File: src/hw/rtl/rwss_pkg.sv
// Package for the random-walk satisfiability solver.
// Holds shared widths, command codes and the controller/datapath interface structs.
// Depends on nothing.
package rwss_pkg;

  localparam int MaxVars    = 64;
  localparam int MaxClauses = 1024;
  localparam int MaxLits    = 4;

  localparam int CiW  = 10;               // clause index width
  localparam int LitW = 8;                // literal entry: negation bit, 7-bit variable
  localparam int LaW  = CiW + 2;          // literal store address width
  localparam int LenW = 3;
  localparam int CntW = 11;               // clause count width

  typedef enum logic [1:0] {
    CMD_LOAD_LIT = 2'd0,
    CMD_SET_LEN  = 2'd1,
    CMD_START    = 2'd2,
    CMD_NONE     = 2'd3
  } cmd_t;

  typedef enum logic [2:0] {
    CFG_NUM_VARS     = 3'd0,
    CFG_NUM_CLAUSES  = 3'd1,
    CFG_MAX_STEPS    = 3'd2,
    CFG_MAX_ATTEMPTS = 3'd3,
    CFG_RNG_SEED     = 3'd4
  } cfg_idx_t;

  // Commands from controller to datapath.
  typedef struct packed {
    logic clr_pass;     // clear the length store, one entry per cycle
    logic init_bit;     // draw one random bit into the assignment
    logic scan_start;   // begin a sweep over the clauses
    logic scan_step;    // advance the clause sweep (one literal per cycle)
    logic pick_clause;  // draw and start reduction mod violated count
    logic pick_lit;     // draw and start reduction mod clause length
    logic mod_step;     // one step of the shared remainder unit
    logic rd_viol;      // latch the picked clause length
    logic rd_len;       // latch the picked clause from the violated list
    logic rd_lit;       // read picked literal
    logic flip;         // flip the picked variable
    logic clr_assign;   // clear assignment before an attempt
  } dp_cmd_t;

  typedef struct packed {
    logic clr_done;
    logic init_done;
    logic scan_done;
    logic viol_zero;
    logic mod_done;
    logic len_zero;
  } dp_sts_t;

  function automatic logic [31:0] xorshift(input logic [31:0] x);
    logic [31:0] y;
    y = x ^ (x << 13);
    y = y ^ (y >> 17);
    y = y ^ (y << 5);
    return y;
  endfunction

endpackage

File: src/hw/rtl/rwss_ctrl.sv
// Controller state machine of the solver: sequences attempts, steps and picks.
// Depends on rwss_pkg.
module rwss_ctrl (
  input  logic              clk,
  input  logic              rst_n,
  input  logic              start,
  input  logic [15:0]       max_steps,
  input  logic [7:0]        max_attempts,
  input  rwss_pkg::dp_sts_t sts,
  output rwss_pkg::dp_cmd_t cmd,
  output logic              ready,
  output logic              fin,
  output logic              found,
  output logic [7:0]        attempts
);
  typedef enum logic [13:0] {
    S_CLR    = 14'b00000000000001,
    S_IDLE   = 14'b00000000000010,
    S_ATT    = 14'b00000000000100,
    S_INIT   = 14'b00000000001000,
    S_SCAN0  = 14'b00000000010000,
    S_SCAN   = 14'b00000000100000,
    S_PICKC  = 14'b00000001000000,
    S_MODC   = 14'b00000010000000,
    S_VRD    = 14'b00000100000000,
    S_LRD    = 14'b00001000000000,
    S_MODL   = 14'b00010000000000,
    S_LITRD  = 14'b00100000000000,
    S_FLIP   = 14'b01000000000000,
    S_DONE   = 14'b10000000000000
  } st_t;

  st_t        st_r, st_nxt;
  logic [15:0] step_r, step_nxt;
  logic [7:0]  att_r, att_nxt;
  logic        fnd_r, fnd_nxt;
  logic        lw_r, lw_nxt;    // wait flag for a store read

  always_comb begin
    st_nxt   = st_r;
    step_nxt = step_r;
    att_nxt  = att_r;
    fnd_nxt  = fnd_r;
    lw_nxt   = 1'b0;
    cmd      = '0;
    case (st_r)
      S_CLR: begin
        cmd.clr_pass = 1'b1;
        if (sts.clr_done) st_nxt = S_IDLE;
      end
      S_IDLE: begin
        if (start) begin
          att_nxt = '0;
          fnd_nxt = 1'b0;
          st_nxt  = S_ATT;
        end
      end
      S_ATT: begin
        if (fnd_r || att_r >= max_attempts) begin
          st_nxt = S_DONE;
        end else begin
          att_nxt = att_r + 8'd1;
          cmd.clr_assign = 1'b1;
          step_nxt = '0;
          st_nxt = S_INIT;
        end
      end
      S_INIT: begin
        if (sts.init_done) begin
          st_nxt = S_SCAN0;
        end else begin
          cmd.init_bit = 1'b1;
        end
      end
      S_SCAN0: begin
        if (step_r >= max_steps) begin
          st_nxt = S_ATT;
        end else begin
          cmd.scan_start = 1'b1;
          st_nxt = S_SCAN;
        end
      end
      S_SCAN: begin
        if (sts.scan_done) begin
          if (sts.viol_zero) begin
            fnd_nxt = 1'b1;
            st_nxt  = S_ATT;
          end else begin
            st_nxt = S_PICKC;
          end
        end else begin
          cmd.scan_step = 1'b1;
        end
      end
      S_PICKC: begin
        cmd.pick_clause = 1'b1;
        st_nxt = S_MODC;
      end
      S_MODC: begin
        if (sts.mod_done) begin
          st_nxt = S_VRD;
        end else begin
          cmd.mod_step = 1'b1;
        end
      end
      S_VRD: begin
        // Violated list data valid next cycle.
        lw_nxt = ~lw_r;
        if (lw_r) begin
          cmd.rd_len = 1'b1;
          st_nxt = S_LRD;
        end
      end
      S_LRD: begin
        // The length of the picked clause is on the store output in this cycle.
        cmd.rd_viol = 1'b1;
        if (sts.len_zero) begin
          step_nxt = step_r + 16'd1;
          st_nxt = S_SCAN0;
        end else begin
          st_nxt = S_MODL;
        end
      end
      S_MODL: begin
        lw_nxt = ~lw_r;
        if (!lw_r) begin
          cmd.pick_lit = 1'b1;
        end else if (sts.mod_done) begin
          st_nxt = S_LITRD;
        end else begin
          cmd.mod_step = 1'b1;
          lw_nxt = 1'b1;
        end
      end
      S_LITRD: begin
        cmd.rd_lit = 1'b1;
        lw_nxt = ~lw_r;
        if (lw_r) st_nxt = S_FLIP;
      end
      S_FLIP: begin
        cmd.flip = 1'b1;
        step_nxt = step_r + 16'd1;
        st_nxt = S_SCAN0;
      end
      S_DONE: begin
        st_nxt = S_IDLE;
      end
      default: st_nxt = S_IDLE;
    endcase
  end

  always_ff @(posedge clk) begin
    if (!rst_n) begin
      st_r  <= S_CLR;
      att_r <= '0;
      fnd_r <= 1'b0;
      lw_r  <= 1'b0;
    end else begin
      st_r  <= st_nxt;
      att_r <= att_nxt;
      fnd_r <= fnd_nxt;
      lw_r  <= lw_nxt;
    end
    step_r <= step_nxt;
  end

  assign ready    = (st_r == S_IDLE);
  assign fin      = (st_r == S_DONE);
  assign found    = fnd_r;
  assign attempts = att_r;
endmodule

File: config.mk
export PLATFORM = sky130hd
export DESIGN_NAME = rwss_ctrl
export DESIGN_NICKNAME = d
export VERILOG_FILES = /design/src/hw/rtl/rwss_pkg.sv /design/src/hw/rtl/rwss_ctrl.sv
export SDC_FILE = /design/constraint.sdc
export NUM_CORES = 1
export LEC_CHECK = 0
export BUFFER_PORTS_ARGS = -buffer_cell sky130_fd_sc_hd__buf_2
export CORE_MARGIN = 5
export CORE_UTILIZATION = 51
export DETAILED_ROUTE_END_ITERATION = 10
export HOLD_SLACK_MARGIN = 0.12
export PLACE_DENSITY = 0.77
export SETUP_SLACK_MARGIN = 0.05
export SKIP_LAST_GASP = 1
export SLEW_MARGIN = 0
export SYNTH_ARGS = -nofsm -noshare
export SYNTH_HDL_FRONTEND = slang
export SYNTH_SLANG_ARGS = --single-unit
File: constraint.sdc
create_clock -name clk -period 2.8 [get_ports clk]
set_input_delay 0.28 -clock clk [delete_from_list [all_inputs] [get_ports clk]]
set_output_delay 0.28 -clock clk [all_outputs]
set_load 0.02 [all_outputs]
== Word-level counts from Yosys, hierarchy flattened ==
Index checks and enable logic that the tools add are counted.

* Add/subtract/negate cells: 2
* Magnitude comparators: 2
* Equality and inequality tests: 26
* Multiplexer cells: 47
* Bitwise logic cells: 1
* Reduce and logical (&&, ||, !) cells: 9

{| class="wikitable"
|+ Operators by type and width
! kind !! number
|-
| one-hot mux 14 bit (13 select lines) || 1
|-
| 2-to-1 mux 14 bit || 10
|-
| one-hot mux 16 bit (3 select lines) || 1
|-
| 2-to-1 mux 16 bit || 2
|-
| 2-to-1 mux 1 bit || 24
|-
| != test 2 bit, second input constant || 12
|-
| adder 16 x 1 -> 16 bit, second input constant || 1
|-
| >= comparator 16 bit || 1
|-
| 2-to-1 mux 8 bit || 2
|-
| one-hot mux 8 bit (2 select lines) || 1
|-
| == test 14 x 1 -> 1 bit, second input constant || 1
|-
| == test 14 x 10 -> 1 bit, second input constant || 1
|-
| == test 14 x 11 -> 1 bit, second input constant || 1
|-
| == test 14 x 12 -> 1 bit, second input constant || 1
|-
| == test 14 x 13 -> 1 bit, second input constant || 1
|-
| == test 14 bit, second input constant || 1
|-
| == test 14 x 2 -> 1 bit, second input constant || 1
|-
| == test 14 x 3 -> 1 bit, second input constant || 1
|-
| == test 14 x 4 -> 1 bit, second input constant || 1
|-
| == test 14 x 5 -> 1 bit, second input constant || 1
|-
| == test 14 x 6 -> 1 bit, second input constant || 1
|-
| == test 14 x 7 -> 1 bit, second input constant || 1
|-
| == test 14 x 8 -> 1 bit, second input constant || 1
|-
| == test 14 x 9 -> 1 bit, second input constant || 1
|-
| other kinds (14) || 18
|}

* Bits in registers: 40
* Input port bits: 33
* Output and inout port bits: 23
* Word-level logic and storage cells: 92

== Longest topological paths before layout ==
* Depth after elaboration: 4
* Mapped depth: 8
* Mapped depth without buffers: 7

== Worst setup path after synthesis ==
No wires, ideal clock.

* Path kind: register to register
* From: reg att_r[6], in the netlist attempts[6]
* To: reg step_r[0] (enable)
* Library setup time: 0.388 ns
* Arrival: 2.410 ns
* Data required time: 2.412 ns
* Slack: 0.001 ns
* Stages on the path, launching flop included: 7
* Buffers on the path: 0
* Clock period less this slack: 2.799 ns
* Path through: dfxtp_1 > ha_1 > a21o_1 > a211oi_1 > o2111a_1 > a21oi_1 > nor2_1

* Cells in the longest elaborated chain, start to end: 4

{| class="wikitable"
|+ RTL lines
! item !! RTL line !! text
|-
| from (decl) || rwss_ctrl.sv:35 || <nowiki>logic [7:0] att_r, att_nxt;</nowiki>
|-
| from (signal assigned) || rwss_ctrl.sv:160 || <nowiki>att_r <= att_nxt;</nowiki>
|-
| >= comparator 8 bit || rwss_ctrl.sv:59 || <nowiki>if (fnd_r || att_r >= max_attempts) begin</nowiki>
|-
| logical OR 1 bit || rwss_ctrl.sv:59 ||
|-
| != test 2 bit (no line) || - ||
|-
| AND reduction 3 bit (no line) || - ||
|-
| to (signal assigned) || rwss_ctrl.sv:164 || <nowiki>step_r <= step_nxt;</nowiki>
|-
| to (decl) || rwss_ctrl.sv:34 || <nowiki>logic [15:0] step_r, step_nxt;</nowiki>
|}

No other way between the ends.
A chain may end at the register's enable or synchronous reset.

==> impl_metrics.py <==
metrics = {
    "worst_setup_path": {
        "worst_ep_required_time_ns": 2.52,
        "critPathKind": "flip-flop to output pin",
        "crit_path_end_kind": "output pin",
        "path_max_fanout": 5,
        "rr_worst_depth": 5,
        "cp-start-kind": "flip-flop",
        "arrival_ns": 2.41,
    },
    "floorplanning": {
        "floorplan.die.width_um": 88.2,
        "dieArea_sq_um": 7770,
        "ios": 56,
        "rows": 28,
        "design.core.area_sq_um": 5920,
        "start_util": 0.526,
        "die_y_um": 88.2,
    },
    "global_route": {
        "grt_max_degree": 17,
        "track_usage": 0.211,
        "grt_overflow": 0,
        "antenna_found_initial": 0,
        "grt_pass1_wl_um": 13100,
        "grt_pass1_vias": 2880,
    },
    "clock_network": {
        "cts_tree": "yes",
        "cts_made_buffers": 5,
        "cts_setup_buffers": 0,
        "clkTransAtPathRegs_ns": 0.08,
        "root_buffer": "clkbuf_8",
        "cts_max_path_buffers": 2,
        "cts.sinks": 40,
        "ctsHoldBuffers": 0,
        "insertion_delay_ns": 0.30,
        "htree_levels": 2,
    },
    "routing": {
        "routed_via_density": 5.93,
        "ant_nets": 0,
        "first_iter_violations": 208,
        "vias": 3029,
        "wl_um": 7990,
        "routedWlPerCell_um": 15.6,
        "route.detailed.drc": 0,
        "dr.pass1.iters": 4,
    },
    "yosys": {
        "ys_warn_count": 0,
        "yosysSeqAreaShare": 0.308,
        "avgSynthCellArea_sq_um": 8.49,
        "synth_fp_nets": 426,
        "synth_most_common_cell": "inv_1",
        "synth.distinct_cells": 54,
        "synth_top_area_frac": 0.154,
        "synth-async-reset-ratio": 0,
        "synth_commonest_cells": "inv_1 (36), nor2_1 (35), ha_1 (26)",
        "synthCells": 367,
        "synthFlopType": "dfxtp_1",
        "ys_seq_elements": 40,
        "syn-cell-area_sq_um": 3120,
        "synth_area_leaders": "dfxtp_1 (15%), edfxtp_1 (15%), ha_1 (10%), inv_1 (4.3%), nor2_1 (4.2%)",
        "synth_top_area_cell": "dfxtp_1",
        "synth_edf_count": 16,
    },
    "finish": {
        "num-nets-final": 494,
        "design_area_sq_um": 3690,
        "utilization": 0.623,
        "area_growth_pct": 18.4,
        "antenna_cells": 0,
        "final_layout_size_suffix_gt1_frac": 0.241,
        "fill_cells": 527,
    },
    "pwr": {
        "switching_share": 0.257,
        "p_total_w": 0.00128,
        "switchingPower_w": 0.000328,
        "combPwrFrac": 0.153,
        "p_seq_frac": 0.476,
        "ir_drop_mv": 0.382,
        "pwr-share-clk": 0.371,
        "p_int_w": 0.000950,
        "p_leak_nw": 1.62,
        "p_per_area_nw_per_um2": 346,
    },
    "sta": {
        "finClkSkew_ns": 0.00871,
        "worst_pin_slew_ns": 0.736,
        "fmax_mhz": 372,
        "finalSetupViolCount": 0,
        "slew_headroom": 0.509,
        "finalMaxSlewViolations": 0,
        "fin_crit_ns": 2.69,
        "fin_crit_sh": 0.961,
        "hold_viol": 0,
        "hold_ws_ns": 0.188,
        "rsz0062_at_grt": "true",
    },
    "place": {
        "port_buffers": 55,
        "placed_area_sq_um": 3570,
        "place.gp.congestion": 0.912,
        "hpwl_um": 6310,
    },
    "worst_hold_path": {
        "hold-path-cell-count": 2,
        "worstHoldPathType": "input pin to flip-flop",
    },
    "job": {
        "drv_cap": 0,
    },
    "status": {
        "outcome": "finished clean",
    },
}
-- path summary, 6_finish.rpt --
path	start	endpoint	slack, ns
max reg2reg	st_r[13]	step_r[12]	0.28
min	sts[2]	st_r[6]	0.19
max	step_r[0]	cmd[9]	0.11
min reg2reg	attempts[6]	attempts[6]	0.53
-- layout make-up --
cell class | count | area (sq um) | area share
multi-input cells | 271 | 1920 | 0.521
flip-flops and latches | 40 | 961 | 0.260
repair buffers | 81 | 470 | 0.127
inverters | 36 | 135 | 0.0366
well taps | 75 | 93.8 | 0.0254
clock buffers | 6 | 72.6 | 0.0197
clock inverters | 2 | 35.0 | 0.00949
-- critical path, stage by stage, from the launching register on --
cell and delay, ns:
edfxtp_1 0.47, inv_1 0.09, ha_1 0.22, nand2b_1 0.14, a2111oi_1 0.41, a2111oi_1 0.15, nor4b_2 0.39, buf_2 0.25
-- kinds of logic after synthesis --
logic type	share of synthesized area
AO/OA/AOI/OAI	0.147
XOR/XNOR	0.0590
multiplexers	0.00682
adder cells (fa/ha/maj)	0.104
flip-flops	0.308
buffers and inverters	0.0803
AND/OR/NAND/NOR	0.294
-- placed cells by master (no fill, tap or decap), types with 12 or more instances in the layout --
| cell type | count |
|---|---|
| inv_1 | 36 |
| ha_1 | 26 |
| xnor2_1 | 12 |
| nor2_1 | 34 |
| edfxtp_1 | 16 |
| nand4_1 | 17 |
| a21oi_1 | 18 |
| nand3_1 | 12 |
| buf_2 | 55 |
| buf_4 | 26 |
| dfxtp_1 | 24 |
| nand2_1 | 16 |
-- through the flow --
step	instances	TNS, ns	setup slack [ns]
finish	511	0	0.110
global route	511	-0.00574	-0.00574
CTS	511	0	0.0799
detailed placement	503	0	0.152
global placement	503	0	0.217
floorplan	367	0	0.234
-- sequential cells by signal, indices dropped and copies added, names as in the netlist --
signal / cells
lw_r: 1
attempts: 8
found: 1
step_r: 16
st_r: 14
-- what timing repair did --
item                                    4_1_cts  5_1_grt
cloned                                        0        0
pin swaps                                     1        0
hold endpoints to repair                      0        0
gates resized for setup                       2        2
endpoints found under the setup margin        1        3
-- power groups by stage --
stage / combinational (W) / clock, W / sequential [W]
6_report: 0.000195 / 0.000474 / 0.000609
5_1_grt: 0.000216 / 0.000499 / 0.000609
4_1_cts: 0.000192 / 0.000485 / 0.000609
3_5_place_dp: 0.000190 / 0 / 0.000622
3_3_place_gp: 0.000185 / 0 / 0.000622
2_1_floorplan: 0.000123 / 0 / 0.000621
-- per-layer routing --
layer	global-route usage	vias to the layer above	share of wire
li1	-	1486	-
met1	0.271	1390	0.42
met2	0.369	137	0.48
met3	0.0310	16	0.082
met4	0.0604	0	0.016
met5	0	-	0
Note: power is estimated with default switching activity, not from simulation.
